**config.mk**
```make
export PLATFORM = sky130hd
export DESIGN_NAME = json_string_unescape_utf8_check
export DESIGN_NICKNAME = d
export VERILOG_FILES = /design/src/jsuu_pkg.sv /design/src/json_string_unescape_utf8_check.sv /design/src/jsuu_decode.sv
export VERILOG_INCLUDE_DIRS = /design/src /design/src/src
export SDC_FILE = /design/constraint.sdc
export NUM_CORES = 1
export LEC_CHECK = 0
export BUFFER_PORTS_ARGS = -buffer_cell sky130_fd_sc_hd__buf_2
export CAP_MARGIN = 20
export CORE_UTILIZATION = 44
export DETAILED_ROUTE_END_ITERATION = 16
export PLACE_DENSITY = 0.56
export RECOVER_POWER = 100
export REMOVE_ABC_BUFFERS = 1
export SYNTH_ARGS = -nofsm -noshare
export SYNTH_HDL_FRONTEND = slang
export SYNTH_SLANG_ARGS = --single-unit
```
**constraint.sdc**
```tcl
create_clock -name clk -period 9.6 [get_ports clk]
set_input_delay 0.96 -clock clk [delete_from_list [all_inputs] [get_ports clk]]
set_output_delay 0.96 -clock clk [all_outputs]
set_load 0.02 [all_outputs]
```
**src/json_string_unescape_utf8_check_macros.svh**
```systemverilog
// Assertion macros used by the top level of the string decoder.
`ifndef JSON_STRING_UNESCAPE_UTF8_CHECK_MACROS_SVH
`define JSON_STRING_UNESCAPE_UTF8_CHECK_MACROS_SVH

// Check that cons holds in the same cycle as ante.
`define JSUU_ASSERT_NOW(lbl, clk, rst_n, ante, cons, msg) \
    lbl: assert property (@(posedge clk) disable iff (!rst_n) (ante) |-> (cons)) \
        else $error(msg);

// Check that cons holds in the cycle after ante.
`define JSUU_ASSERT_NEXT(lbl, clk, rst_n, ante, cons, msg) \
    lbl: assert property (@(posedge clk) disable iff (!rst_n) (ante) |=> (cons)) \
        else $error(msg);

`endif

```
**src/jsuu_pkg.sv**
```systemverilog
// Types, codes and helper functions of the JSON string decoder.
package jsuu_pkg;

    // Result status codes
    localparam logic [3:0] ST_DATA         = 4'd0;
    localparam logic [3:0] ST_OK           = 4'd1;
    localparam logic [3:0] ST_NO_QUOTE     = 4'd2;
    localparam logic [3:0] ST_CONTROL      = 4'd3;
    localparam logic [3:0] ST_BAD_ESCAPE   = 4'd4;
    localparam logic [3:0] ST_END_ESCAPE   = 4'd5;
    localparam logic [3:0] ST_BAD_HEX      = 4'd6;
    localparam logic [3:0] ST_END_HEX      = 4'd7;
    localparam logic [3:0] ST_NO_LOW_SUR   = 4'd8;
    localparam logic [3:0] ST_BAD_LOW_SUR  = 4'd9;
    localparam logic [3:0] ST_LONE_LOW_SUR = 4'd10;
    localparam logic [3:0] ST_BAD_UTF8     = 4'd11;
    localparam logic [3:0] ST_UNTERMINATED = 4'd12;

    // Continuation limit codes of the validator
    localparam logic [1:0] RANGE_ANY  = 2'd0;
    localparam logic [1:0] RANGE_LOW  = 2'd1;
    localparam logic [1:0] RANGE_HIGH = 2'd2;

    // Characters with a role in the syntax
    localparam logic [7:0] CH_QUOTE  = 8'h22;
    localparam logic [7:0] CH_BSLASH = 8'h5C;
    localparam logic [7:0] CH_SLASH  = 8'h2F;
    localparam logic [7:0] CH_LOW_U  = 8'h75;
    localparam logic [7:0] CH_SPACE  = 8'h20;

    // Surrogate bounds
    localparam logic [15:0] SUR_HIGH_MIN = 16'hD800;
    localparam logic [15:0] SUR_HIGH_MAX = 16'hDBFF;
    localparam logic [15:0] SUR_LOW_MIN  = 16'hDC00;
    localparam logic [15:0] SUR_LOW_MAX  = 16'hDFFF;
    localparam logic [20:0] SUPP_BASE    = 21'h10000;

    typedef struct packed {
        logic [7:0] in_byte;
        logic       end_of_input;
    } in_item_t;

    typedef struct packed {
        logic [7:0] out_byte;
        logic [3:0] status;
        logic       last;
    } out_item_t;

    // All results caused by one input transfer
    typedef struct packed {
        logic [2:0]      count;
        logic [3:0]      status;
        logic [3:0][7:0] bytes;
    } bundle_t;

    typedef struct packed {
        logic [1:0] pending;
        logic [1:0] range;
        logic       bad;
    } utf8_state_t;

    // Hex digit value; bit 4 set when the byte is a hex digit
    function automatic logic [4:0] hex_digit(input logic [7:0] c);
        logic [4:0] r;
        r = 5'd0;
        if (c >= 8'h30 && c <= 8'h39) begin
            r = {1'b1, c[3:0]};
        end else if ((c >= 8'h41 && c <= 8'h46) || (c >= 8'h61 && c <= 8'h66)) begin
            r = {1'b1, c[3:0] + 4'd9};
        end
        return r;
    endfunction

    // Advance the well-formed UTF-8 check by one byte
    function automatic utf8_state_t utf8_check(input utf8_state_t s, input logic [7:0] b);
        utf8_state_t n;
        logic [7:0]  lo;
        logic [7:0]  hi;
        n  = s;
        lo = 8'h80;
        hi = 8'hBF;
        if (!s.bad) begin
            if (s.pending == 2'd0) begin
                if (b <= 8'h7F) begin
                    n = s;
                end else if (b >= 8'hC2 && b <= 8'hDF) begin
                    n.pending = 2'd1;
                    n.range   = RANGE_ANY;
                end else if (b == 8'hE0) begin
                    n.pending = 2'd2;
                    n.range   = RANGE_LOW;
                end else if (b == 8'hED) begin
                    n.pending = 2'd2;
                    n.range   = RANGE_HIGH;
                end else if (b >= 8'hE1 && b <= 8'hEF) begin
                    n.pending = 2'd2;
                    n.range   = RANGE_ANY;
                end else if (b == 8'hF0) begin
                    n.pending = 2'd3;
                    n.range   = RANGE_LOW;
                end else if (b >= 8'hF1 && b <= 8'hF3) begin
                    n.pending = 2'd3;
                    n.range   = RANGE_ANY;
                end else if (b == 8'hF4) begin
                    n.pending = 2'd3;
                    n.range   = RANGE_HIGH;
                end else begin
                    n.bad = 1'b1;
                end
            end else begin
                if (s.pending == 2'd2 && s.range == RANGE_LOW)  lo = 8'hA0;
                if (s.pending == 2'd2 && s.range == RANGE_HIGH) hi = 8'h9F;
                if (s.pending == 2'd3 && s.range == RANGE_LOW)  lo = 8'h90;
                if (s.pending == 2'd3 && s.range == RANGE_HIGH) hi = 8'h8F;
                if (b >= lo && b <= hi) begin
                    n.pending = s.pending - 2'd1;
                    n.range   = RANGE_ANY;
                end else begin
                    n.bad     = 1'b1;
                    n.pending = 2'd0;
                    n.range   = RANGE_ANY;
                end
            end
        end
        return n;
    endfunction

endpackage

```
**src/json_string_unescape_utf8_check.sv**
```systemverilog
// Top level of the JSON string decoder with UTF-8 check.
//
//  channel   direction  payload      handshake
//  byte      in         in_item_t    byte_valid / byte_stall
//  result    out        out_item_t   result_valid / result_stall
//
// An input byte is decoded in the cycle it transfers; its 0 to 4 results
// are held in a result register and leave one per cycle from the next cycle
// while the result side does not stall. A byte giving at most one result
// sustains one transfer per cycle while result_stall is low; a \u escape
// giving n bytes stalls the input while the result register drains or stalls.
// The input is taken while the last held result transfers.
// Reset clears the parse state and empties the result register.
module json_string_unescape_utf8_check (
    input  logic                clk,
    input  logic                rst_n,
    input  logic                byte_valid,
    output logic                byte_stall,
    input  jsuu_pkg::in_item_t  byte_data,
    output logic                result_valid,
    input  logic                result_stall,
    output jsuu_pkg::out_item_t result_data
);
    import jsuu_pkg::*;
    `include "json_string_unescape_utf8_check_macros.svh"

    bundle_t    bundle;
    bundle_t    bundle_reg;
    logic [1:0] pos_reg;
    logic       valid_reg;
    logic       take;
    logic       out_xfer;
    logic       at_last;

    jsuu_decode u_decode (
        .clk    (clk),
        .rst_n  (rst_n),
        .take   (take),
        .item   (byte_data),
        .bundle (bundle)
    );

    // Handshake of both sides
    assign out_xfer   = valid_reg && !result_stall;
    assign at_last    = ({1'b0, pos_reg} == (bundle_reg.count - 3'd1));
    assign byte_stall = valid_reg && !(out_xfer && at_last);
    assign take       = byte_valid && !byte_stall;

    // Present the current result
    assign result_valid         = valid_reg;
    assign result_data.out_byte = bundle_reg.bytes[pos_reg];
    assign result_data.status   = bundle_reg.status;
    assign result_data.last     = at_last;

    // Hold the drain position and the valid flag
    always_ff @(posedge clk or negedge rst_n)
    begin
        if (!rst_n) begin
            valid_reg <= 1'b0;
            pos_reg   <= '0;
        end else if (take && bundle.count != 3'd0) begin
            valid_reg <= 1'b1;
            pos_reg   <= '0;
        end else if (out_xfer) begin
            if (at_last) begin
                valid_reg <= 1'b0;
            end else begin
                pos_reg <= pos_reg + 2'd1;
            end
        end
    end

    // Load the results of a new transfer
    always_ff @(posedge clk)
    begin
        if (take && bundle.count != 3'd0) begin
            bundle_reg <= bundle;
        end
    end

    `JSUU_ASSERT_NOW(a_stall_only_when_full, clk, rst_n, !valid_reg, !byte_stall, "input stalled with empty result register")
    `JSUU_ASSERT_NOW(a_pos_in_range, clk, rst_n, valid_reg, ({1'b0, pos_reg} < bundle_reg.count), "drain position past result count")
    `JSUU_ASSERT_NOW(a_status_single, clk, rst_n, valid_reg && bundle_reg.status != ST_DATA, result_data.last && result_data.out_byte == 8'd0, "status result not alone or not zero")
    `JSUU_ASSERT_NEXT(a_empty_after_last, clk, rst_n, out_xfer && at_last && !take, !valid_reg, "result register not empty after last transfer")

endmodule

```
**src/jsuu_decode.sv**
```systemverilog
// Parse state and per-byte decode of one JSON string literal.
module jsuu_decode (
    input  logic               clk,
    input  logic               rst_n,
    input  logic               take,
    input  jsuu_pkg::in_item_t item,
    output jsuu_pkg::bundle_t  bundle
);
    import jsuu_pkg::*;

    typedef enum logic [2:0] {
        PH_IDLE,
        PH_BODY,
        PH_ESC,
        PH_HEX1,
        PH_BSL2,
        PH_U2,
        PH_HEX2
    } phase_t;

    phase_t      phase_reg, phase_next;
    logic [15:0] hex_accum_reg, hex_accum_next;
    logic [1:0]  hex_count_reg, hex_count_next;
    logic [9:0]  high_sur_reg, high_sur_next;
    utf8_state_t utf8_reg, utf8_next;

    logic            fin;
    logic [3:0]      fin_code;
    logic [2:0]      n_out;
    logic [3:0][7:0] b_out;
    logic            do_enc;
    logic [20:0]     cp;
    logic [4:0]      hexv;
    logic [15:0]     v16;
    logic [7:0]      c;
    logic            eoi;

    assign c    = item.in_byte;
    assign eoi  = item.end_of_input;
    assign hexv = hex_digit(c);
    assign v16  = {hex_accum_reg[11:0], hexv[3:0]};

    // Decode one byte into next state and its results
    always_comb
    begin
        phase_next     = phase_reg;
        hex_accum_next = hex_accum_reg;
        hex_count_next = hex_count_reg;
        high_sur_next  = high_sur_reg;
        utf8_next      = utf8_reg;
        fin            = 1'b0;
        fin_code       = ST_DATA;
        n_out          = 3'd0;
        b_out          = '0;
        do_enc         = 1'b0;
        cp             = '0;

        unique case (phase_reg)
            PH_IDLE:
            begin
                if (eoi || c != CH_QUOTE) begin
                    fin      = 1'b1;
                    fin_code = ST_NO_QUOTE;
                end else begin
                    phase_next = PH_BODY;
                end
            end
            PH_BODY:
            begin
                if (eoi) begin
                    fin      = 1'b1;
                    fin_code = ST_UNTERMINATED;
                end else if (c == CH_QUOTE) begin
                    fin      = 1'b1;
                    fin_code = (utf8_reg.bad || utf8_reg.pending != 2'd0) ? ST_BAD_UTF8 : ST_OK;
                end else if (c < CH_SPACE) begin
                    fin      = 1'b1;
                    fin_code = ST_CONTROL;
                end else if (c == CH_BSLASH) begin
                    phase_next = PH_ESC;
                end else begin
                    n_out    = 3'd1;
                    b_out[0] = c;
                end
            end
            PH_ESC:
            begin
                if (eoi) begin
                    fin      = 1'b1;
                    fin_code = ST_END_ESCAPE;
                end else begin
                    phase_next = PH_BODY;
                    n_out      = 3'd1;
                    case (c)
                        CH_QUOTE:  b_out[0] = CH_QUOTE;
                        CH_BSLASH: b_out[0] = CH_BSLASH;
                        CH_SLASH:  b_out[0] = CH_SLASH;
                        8'h62:     b_out[0] = 8'h08;
                        8'h66:     b_out[0] = 8'h0C;
                        8'h6E:     b_out[0] = 8'h0A;
                        8'h72:     b_out[0] = 8'h0D;
                        8'h74:     b_out[0] = 8'h09;
                        CH_LOW_U:
                        begin
                            n_out          = 3'd0;
                            phase_next     = PH_HEX1;
                            hex_accum_next = '0;
                            hex_count_next = '0;
                        end
                        default:
                        begin
                            fin      = 1'b1;
                            fin_code = ST_BAD_ESCAPE;
                        end
                    endcase
                end
            end
            PH_HEX1, PH_HEX2:
            begin
                if (eoi) begin
                    fin      = 1'b1;
                    fin_code = ST_END_HEX;
                end else if (!hexv[4]) begin
                    fin      = 1'b1;
                    fin_code = ST_BAD_HEX;
                end else if (hex_count_reg != 2'd3) begin
                    hex_accum_next = v16;
                    hex_count_next = hex_count_reg + 2'd1;
                end else begin
                    hex_accum_next = '0;
                    hex_count_next = '0;
                    if (phase_reg == PH_HEX1) begin
                        if (v16 >= SUR_HIGH_MIN && v16 <= SUR_HIGH_MAX) begin
                            high_sur_next = v16[9:0];
                            phase_next    = PH_BSL2;
                        end else if (v16 >= SUR_LOW_MIN && v16 <= SUR_LOW_MAX) begin
                            fin      = 1'b1;
                            fin_code = ST_LONE_LOW_SUR;
                        end else begin
                            phase_next = PH_BODY;
                            do_enc     = 1'b1;
                            cp         = {5'd0, v16};
                        end
                    end else begin
                        if (!(v16 >= SUR_LOW_MIN && v16 <= SUR_LOW_MAX)) begin
                            fin      = 1'b1;
                            fin_code = ST_BAD_LOW_SUR;
                        end else begin
                            phase_next    = PH_BODY;
                            do_enc        = 1'b1;
                            cp            = SUPP_BASE + {1'b0, high_sur_reg, v16[9:0]};
                            high_sur_next = '0;
                        end
                    end
                end
            end
            PH_BSL2:
            begin
                if (eoi || c != CH_BSLASH) begin
                    fin      = 1'b1;
                    fin_code = ST_NO_LOW_SUR;
                end else begin
                    phase_next = PH_U2;
                end
            end
            PH_U2:
            begin
                if (eoi || c != CH_LOW_U) begin
                    fin      = 1'b1;
                    fin_code = ST_NO_LOW_SUR;
                end else begin
                    phase_next     = PH_HEX2;
                    hex_accum_next = '0;
                    hex_count_next = '0;
                end
            end
            default:
            begin
                fin      = 1'b1;
                fin_code = ST_NO_QUOTE;
            end
        endcase

        // Encode a code point as UTF-8
        if (do_enc) begin
            if (cp <= 21'h7F) begin
                n_out    = 3'd1;
                b_out[0] = cp[7:0];
            end else if (cp <= 21'h7FF) begin
                n_out    = 3'd2;
                b_out[0] = {3'b110, cp[10:6]};
                b_out[1] = {2'b10, cp[5:0]};
            end else if (cp <= 21'hFFFF) begin
                n_out    = 3'd3;
                b_out[0] = {4'b1110, cp[15:12]};
                b_out[1] = {2'b10, cp[11:6]};
                b_out[2] = {2'b10, cp[5:0]};
            end else begin
                n_out    = 3'd4;
                b_out[0] = {5'b11110, cp[20:18]};
                b_out[1] = {2'b10, cp[17:12]};
                b_out[2] = {2'b10, cp[11:6]};
                b_out[3] = {2'b10, cp[5:0]};
            end
        end

        // Run emitted bytes through the validator in order
        for (int i = 0; i < 4; i++) begin
            if (3'(i) < n_out) begin
                utf8_next = utf8_check(utf8_next, b_out[i]);
            end
        end

        // Drop all state at the end of a string or on an error
        if (fin) begin
            phase_next     = PH_IDLE;
            hex_accum_next = '0;
            hex_count_next = '0;
            high_sur_next  = '0;
            utf8_next      = '0;
            bundle.count   = 3'd1;
            bundle.status  = fin_code;
            bundle.bytes   = '0;
        end else begin
            bundle.count   = n_out;
            bundle.status  = ST_DATA;
            bundle.bytes   = b_out;
        end
    end

    // Hold parse state; advance on each input transfer
    always_ff @(posedge clk or negedge rst_n)
    begin
        if (!rst_n) begin
            phase_reg     <= PH_IDLE;
            hex_accum_reg <= '0;
            hex_count_reg <= '0;
            high_sur_reg  <= '0;
            utf8_reg      <= '0;
        end else if (take) begin
            phase_reg     <= phase_next;
            hex_accum_reg <= hex_accum_next;
            hex_count_reg <= hex_count_next;
            high_sur_reg  <= high_sur_next;
            utf8_reg      <= utf8_next;
        end
    end

endmodule
```
==> results.sh, run 1 <==
export IMPL_status="finished with violations"
export IMPL_violations="max-capacitance violations, max-slew violations"
export IMPL_die_w_um=119.9
export IMPL_hold_viol_final=0
export IMPL_power_leakage_nw=3.028
export IMPL_clk_pin_slew_ps=60
export IMPL_cp_arrival_ps=9520
export IMPL_drive_gt1_frac=0.2503
export IMPL_via_per_inst=6.412
export IMPL_synth_cell_types=87
export IMPL_slew_headroom=-0.4210
export IMPL_cts_tree="built"
export IMPL_max_vdd_ir_drop_uv=110.4
export IMPL_gp_routability_congestion=0.9871
export IMPL_cts_hold_buf=0
export IMPL_nets=822
export IMPL_synthFlopType="edfxtp_1"
export IMPL_slew_violations=36
export IMPL_yosys_register_bits=71
export IMPL_synth_edff_count=36
export IMPL_p_per_area_nw_per_um2=163.3
export IMPL_totalWireLength_mm=20.40
export IMPL_hold_path_class="register to register"
export IMPL_antenna_found_initial=0
export IMPL_clock_sinks=71
export IMPL_core_area_um2=13400
export IMPL_vias=6123
export IMPL_critPathMaxStageDelay_ps=570
export IMPL_crit_path_start_kind="primary input"
export IMPL_synth_common_cells="63 x nand2_1, 63 x nor2_1, 48 x inv_1, 37 x a21oi_1, 36 x edfxtp_1"
export IMPL_start_util=0.4563
export IMPL_drt_iter0_markers=682
export IMPL_antenna_left=0
export IMPL_dr_pass1_iters=5
export IMPL_syn_inst=710
export IMPL_syn_avg_cell_area_um2=8.612
export IMPL_dieArea_um2=14370
export IMPL_synthArstFlopShare=0.4930
export IMPL_whs_ps=522.7
export IMPL_grt_max_degree=40
export IMPL_fp_dieH_um=119.9
export IMPL_tns_ps=0
export IMPL_drc=0
export IMPL_ys_seq_area_frac=0.3200
export IMPL_instances_no_fill=955
export IMPL_maxCapViolCount=1
export IMPL_rsz0062_at_grt="yes"
export IMPL_fin_skew_ps=8.747
export IMPL_largest_reg_flops=32
export IMPL_antennaDiodeCount=0
export IMPL_tightest_slew_ps=2131
export IMPL_slowest_stage="or4b_4"
export IMPL_cp_required_ps=9810
export IMPL_place_area_um2=6653
export IMPL_synth_top_area_share=0.1768
export IMPL_fmax_mhz=107.5
export IMPL_grt_pass1_wl_mm=30.91
export IMPL_portBuffers=27
export IMPL_syn_area_um2=6115
export IMPL_syn2layout_area_growth_pct=22.55
export IMPL_ios=28
export IMPL_fin_crit_sh=0.9694
export IMPL_design_area_um2=7493
export IMPL_routedWlPerCell_um=21.36
export IMPL_ys_warn_count=0
export IMPL_hpwl_mm=15.35
export IMPL_critPathMaxFanout=9
export IMPL_fin_crit_ps=9306
export IMPL_cts_inserted_buffers=9
export IMPL_htreeDepth=3
export IMPL_track_usage=0.2841
export IMPL_clk_latency_ps=350
export IMPL_rows=42
export IMPL_grt_pass1_vias=5612
export IMPL_critPathCaptureType="register"
export IMPL_yosys_top_cells_area="edfxtp_1 18%, dfrtp_1 14%, ha_1 7.2%"
export IMPL_cts_buffer_depth=2
export IMPL_cts_root_buf="clkbuf_16"
export IMPL_yosys_area_top_type="edfxtp_1"
export IMPL_finalSetupViolCount=0
export IMPL_gr_total_overflow=0
export IMPL_dp_cells=921
export IMPL_critPathKind="primary input to register"
## timing repair
action                                  CTS  global route
gates cloned                              0             0
hold endpoints to repair                  0             0
endpoints found under the setup margin    2             2
resized for setup                         1            78
setup buffers                             0            16
pin swaps                                 0            46
## critical path, delay by kind of cell
| family | cells | cell delay (ps) |
|---|---|---|
| compound gates | 14 | 2400 |
| fa+ha+maj | 6 | 1400 |
| buf+inv | 3 | 370 |
| mux | 1 | 190 |
| simple gates | 20 | 4170 |
## where the power goes
part           internal [mW]  leakage (nW)  total, mW  switching, mW
registers              0.372         0.821      0.405         0.0331
logic                  0.156          2.03      0.419          0.263
clock network          0.258         0.173      0.400          0.142
total                  0.786          3.03       1.22          0.438
## cells by family (layout without fill, tap and decap cells)
group	Yosys count	in the layout	share of synthesized area
muxes	16	16	0.04174
adders and majority gates	36	36	0.07326
xor gates and xnor gates	9	9	0.01289
AOI/OAI and AO/OA	207	207	0.2451
and+or+nand+nor	280	280	0.2435
buffers and inverters	91	160	0.06343
DFF	71	71	0.3200
## layer usage
layer / track usage / up-vias / share of wire
met1: 0.3917 / 2979 / 0.44
met4: 0.1414 / 0 / 0.041
li1: - / 2805 / -
met2: 0.4252 / 278 / 0.44
met3: 0.05323 / 61 / 0.079
met5: 0 / - / 0
## worst paths after layout
path	endpoint	startpoint	cells past startpoint	slack (ps)
min	u_decode.high_sur_reg[0]	u_decode.high_sur_reg[0]	2	520
min in group asynchronous	result_valid	rst_n	1	1220
max reg2reg	u_decode.utf8_reg[4]	u_decode.hex_accum_reg[11]	44	470
min reg2reg	u_decode.high_sur_reg[0]	u_decode.high_sur_reg[0]	2	520
max	u_decode.utf8_reg[4]	byte_data[4]	44	290
max in group asynchronous	u_decode.phase_reg[2]	rst_n	1	6970
## area by class of cell
cell class                      instances  area (um2)
Tap cell                              176       220.2
Inverter                               48       182.7
Clock buffer                            9       225.2
Fill cell                            1279        5907
Multi-Input combinational cell        548        4095
Sequential cell                        71        1958
Clock inverter                          7       127.6
Timing Repair Buffer                   96       684.4
## cell usage in the layout, fill, tap and decap left out, drive strengths merged, types with 7 or more instances in the layout
| cell | netlist | routed |
|---|---|---|
| nand3 | 25 | 25 |
| a21o | 7 | 7 |
| a221oi | 7 | 7 |
| a21oi | 37 | 37 |
| and3 | 10 | 10 |
| nand2b | 13 | 13 |
| o211ai | 8 | 8 |
| nor4 | 15 | 15 |
| clkbuf | 24 | 16 |
| o21ai | 38 | 38 |
| edfxtp | 36 | 36 |
| dfrtp | 35 | 35 |
| a31oi | 8 | 8 |
| a211oi | 11 | 11 |
| ha | 35 | 35 |
| or2 | 7 | 7 |
| mux4 | 7 | 7 |
| o22ai | 7 | 7 |
| a22o | 16 | 16 |
| nor3 | 26 | 26 |
| inv | 48 | 51 |
| o31ai | 13 | 13 |
| and2 | 10 | 10 |
| buf | 19 | 89 |
| nand2 | 63 | 63 |
| nor2 | 65 | 65 |
## through the flow
stage               power [mW]  worst slack, ps  utilization
global placement        0.7940           -54.73       0.4965
floorplan               0.6518            -1011            -
detailed placement      0.8032           -433.5       0.4965
finish                   1.224            293.8       0.5592
global route             1.276           -248.8       0.5592
CTS                      1.199            45.49       0.5232
No activity file was read; power rests on OpenSTA's default activity.
==> inputs of run 2 (changes only) <==
Settings changed: ABC_AREA set to 1, GPL_TIMING_DRIVEN set to 0.
==> results.sh, run 2 <==
export IMPL_grt_pass1_vias=6204
export IMPL_maxCapViolCount=1
export IMPL_die_w_um=127.2
export IMPL_hold_viol_final=0
export IMPL_synthArstFlopShare=0.4930
export IMPL_dieArea_um2=16180
export IMPL_clk_pin_slew_ps=60
export IMPL_p_per_area_nw_per_um2=137.8
export IMPL_routedWlPerCell_um=17.20
export IMPL_r2r_start="u_decode.hex_accum_reg[8]"
export IMPL_synthFlopType="edfxtp_1"
export IMPL_cts_root_buf="clkbuf_16"
export IMPL_synth_cell_types=59
export IMPL_core_area_um2=15260
export IMPL_track_usage=0.2742
export IMPL_holdCritStartpoint="u_decode.high_sur_reg[3]"
export IMPL_nets=1081
export IMPL_fin_crit_ps=8732
export IMPL_critPathKind="primary input to register"
export IMPL_gp_routability_congestion=0.8948
export IMPL_largest_reg_flops=32
export IMPL_rsz0062_at_grt="no"
export IMPL_slew_headroom=-0.3812
export IMPL_power_leakage_nw=3.366
export IMPL_fin_skew_ps=11.89
export IMPL_cts_inserted_buffers=9
export IMPL_final_common_cell="nand2_1"
export IMPL_yosys_area_top_type="edfxtp_1"
export IMPL_gr_total_overflow=0
export IMPL_fill_cells=1618
export IMPL_rows=45
export IMPL_worst_path_most_repeated_cell="nand2_1"
export IMPL_crit_path_start_kind="primary input"
export IMPL_hpwl_mm=16.55
export IMPL_max_vdd_ir_drop_uv=99.53
export IMPL_antenna_left=0
export IMPL_synth_edff_count=36
export IMPL_utilization=0.4936
export IMPL_critPathBufInv=10
export IMPL_syn2layout_area_growth_pct=9.196
export IMPL_slew_violations=36
export IMPL_cp_arrival_ps=9020
export IMPL_drt_iter0_markers=542
export IMPL_clock_sinks=71
export IMPL_synth_most_common_cell="nand2_1"
export IMPL_yosys_top_cells_area="edfxtp_1 16%, dfrtp_1 13%, nand2_1 10%"
export IMPL_finalSetupViolCount=0
export IMPL_totalWireLength_mm=21.49
export IMPL_ys_warn_count=0
export IMPL_tns_ps=0
export IMPL_critPathMaxFanout=19
export IMPL_cts_buffer_depth=2
export IMPL_final_cell_mix="188 x nand2_1, 146 x nor2_1, 131 x inv_1"
export IMPL_yosys_register_bits=71
export IMPL_crit_start="byte_data[1]"
export IMPL_synth_top_area_share=0.1567
export IMPL_critPathMaxStageDelay_ps=390
export IMPL_status="finished with violations"
export IMPL_tightest_slew_ps=2072
export IMPL_portBuffers=27
export IMPL_syn_area_um2=6898
export IMPL_drive_gt1_frac=0.1281
export IMPL_fin_crit_sh=0.9096
export IMPL_clk_latency_ps=350
export IMPL_syn_inst=1021
export IMPL_syn_avg_cell_area_um2=6.756
export IMPL_hold_path_class="register to register"
export IMPL_cts_hold_buf=0
export IMPL_dr_pass1_iters=5
export IMPL_critPathCaptureType="register"
export IMPL_crit_family="simple AND/OR/NAND/NOR gates"
export IMPL_via_per_inst=5.468
export IMPL_ys_seq_area_frac=0.2837
export IMPL_fp_dieH_um=127.2
export IMPL_vias=6830
export IMPL_grt_pass1_wl_mm=33.91
export IMPL_synth_common_cells="189 x nand2_1, 146 x nor2_1, 131 x inv_1, 85 x nand3_1, 65 x o21ai_0"
export IMPL_slowest_stage="or3_1"
export IMPL_fmax_mhz=114.5
export IMPL_drc=0
export IMPL_violations="max-capacitance violations, max-slew violations"
export IMPL_antenna_found_initial=0
export IMPL_cts_tree="built"
export IMPL_start_util=0.4521
export IMPL_antennaDiodeCount=0
export IMPL_htreeDepth=3
export IMPL_cp_required_ps=9890
export IMPL_ios=28
export IMPL_grt_max_degree=39
-- run 2: changes by cell type in the layout (fill, tap and decap cells not counted), moves of 29 or more --
cell     before  now
nand3_1      23   85
nand2_1      63  188
nand4_1       6   35
inv_1        45  131
nor2_1       59  146
buf_4        68    6
o21ai_0      30   64
-- run 2: final cells by class --
type	count	area [um2]	area share
Clock buffer	12	267.8	0.03555
Tap cell	211	264.0	0.03505
Sequential cell	71	1957	0.2598
Multi-Input combinational cell	759	4235	0.5623
Timing Repair Buffer	33	160.2	0.02126
Clock inverter	4	27.53	0.003654
Inverter	159	620.6	0.08239
-- run 2: stage by stage --
stage          setup WS, ps  instance area [um2]  hold slack (ps)  instances  power, mW
4_1_cts               160.1                 7420            483.7       1243      1.048
6_report              868.0                 7532            489.7       1249      1.038
3_3_place_gp         -167.0                 7124            462.1       1227     0.7196
3_5_place_dp         -137.2                 7124            468.2       1227     0.7199
2_1_floorplan          1610                 6725            446.7        989     0.6074
5_1_grt               15.10                 7532            504.4       1249      1.091
-- run 2: report_power, final --
group	internal (mW)	leakage [nW]	switching [mW]
Clock	0.198	0.144	0.131
Combinational	0.0751	2.40	0.225
Sequential	0.377	0.822	0.0323
Total	0.650	3.37	0.388
-- run 2: final timing paths --
kind / endpoint / slack (ps) / depth (start not counted)
worst max-delay path: u_decode.utf8_reg[4] / 870 / 58
worst min register to register: u_decode.high_sur_reg[3] / 490 / 2
worst max register to register: u_decode.utf8_reg[4] / 900 / 55
min in group asynchronous: u_decode.high_sur_reg[5] / 1210 / 1
max in group asynchronous: u_decode.hex_count_reg[0] / 7200 / 1
worst min-delay path: u_decode.high_sur_reg[3] / 490 / 2
-- run 2: repair_timing --
item,CTS,global route
endpoints found under the setup margin,0,2
setup buffers,0,5
resized for setup,0,19
hold endpoints to repair,0,0
-- run 2: worst reg2reg max path, delay by kind of cell (launching register included) --
kind,cells,cell delay [ps]
DFF,1,440
and+or+nand+nor,29,3650
AOI/OAI and AO/OA,10,1870
adders and majority gates,7,1600
buffers and inverters,9,1090
-- run 2: kinds of logic (layout without fill, tap and decap cells) --
group	Yosys count	count (layout)	share of synthesized area
and+or+nand+nor	541	541	0.3755
xor gates and xnor gates	6	6	0.007618
buffers and inverters	191	208	0.1126
AOI/OAI and AO/OA	177	177	0.1571
DFF	71	71	0.2837
adders and majority gates	35	35	0.06349
-- run 2: metal layers --
metal,track usage,routed length (um),vias to the layer above
li1,-,-,3452
met1,0.3784,10320,3194
met2,0.4409,9660,160
met3,0.04606,1104,24
met4,0.08053,403,0
met5,0,0,-
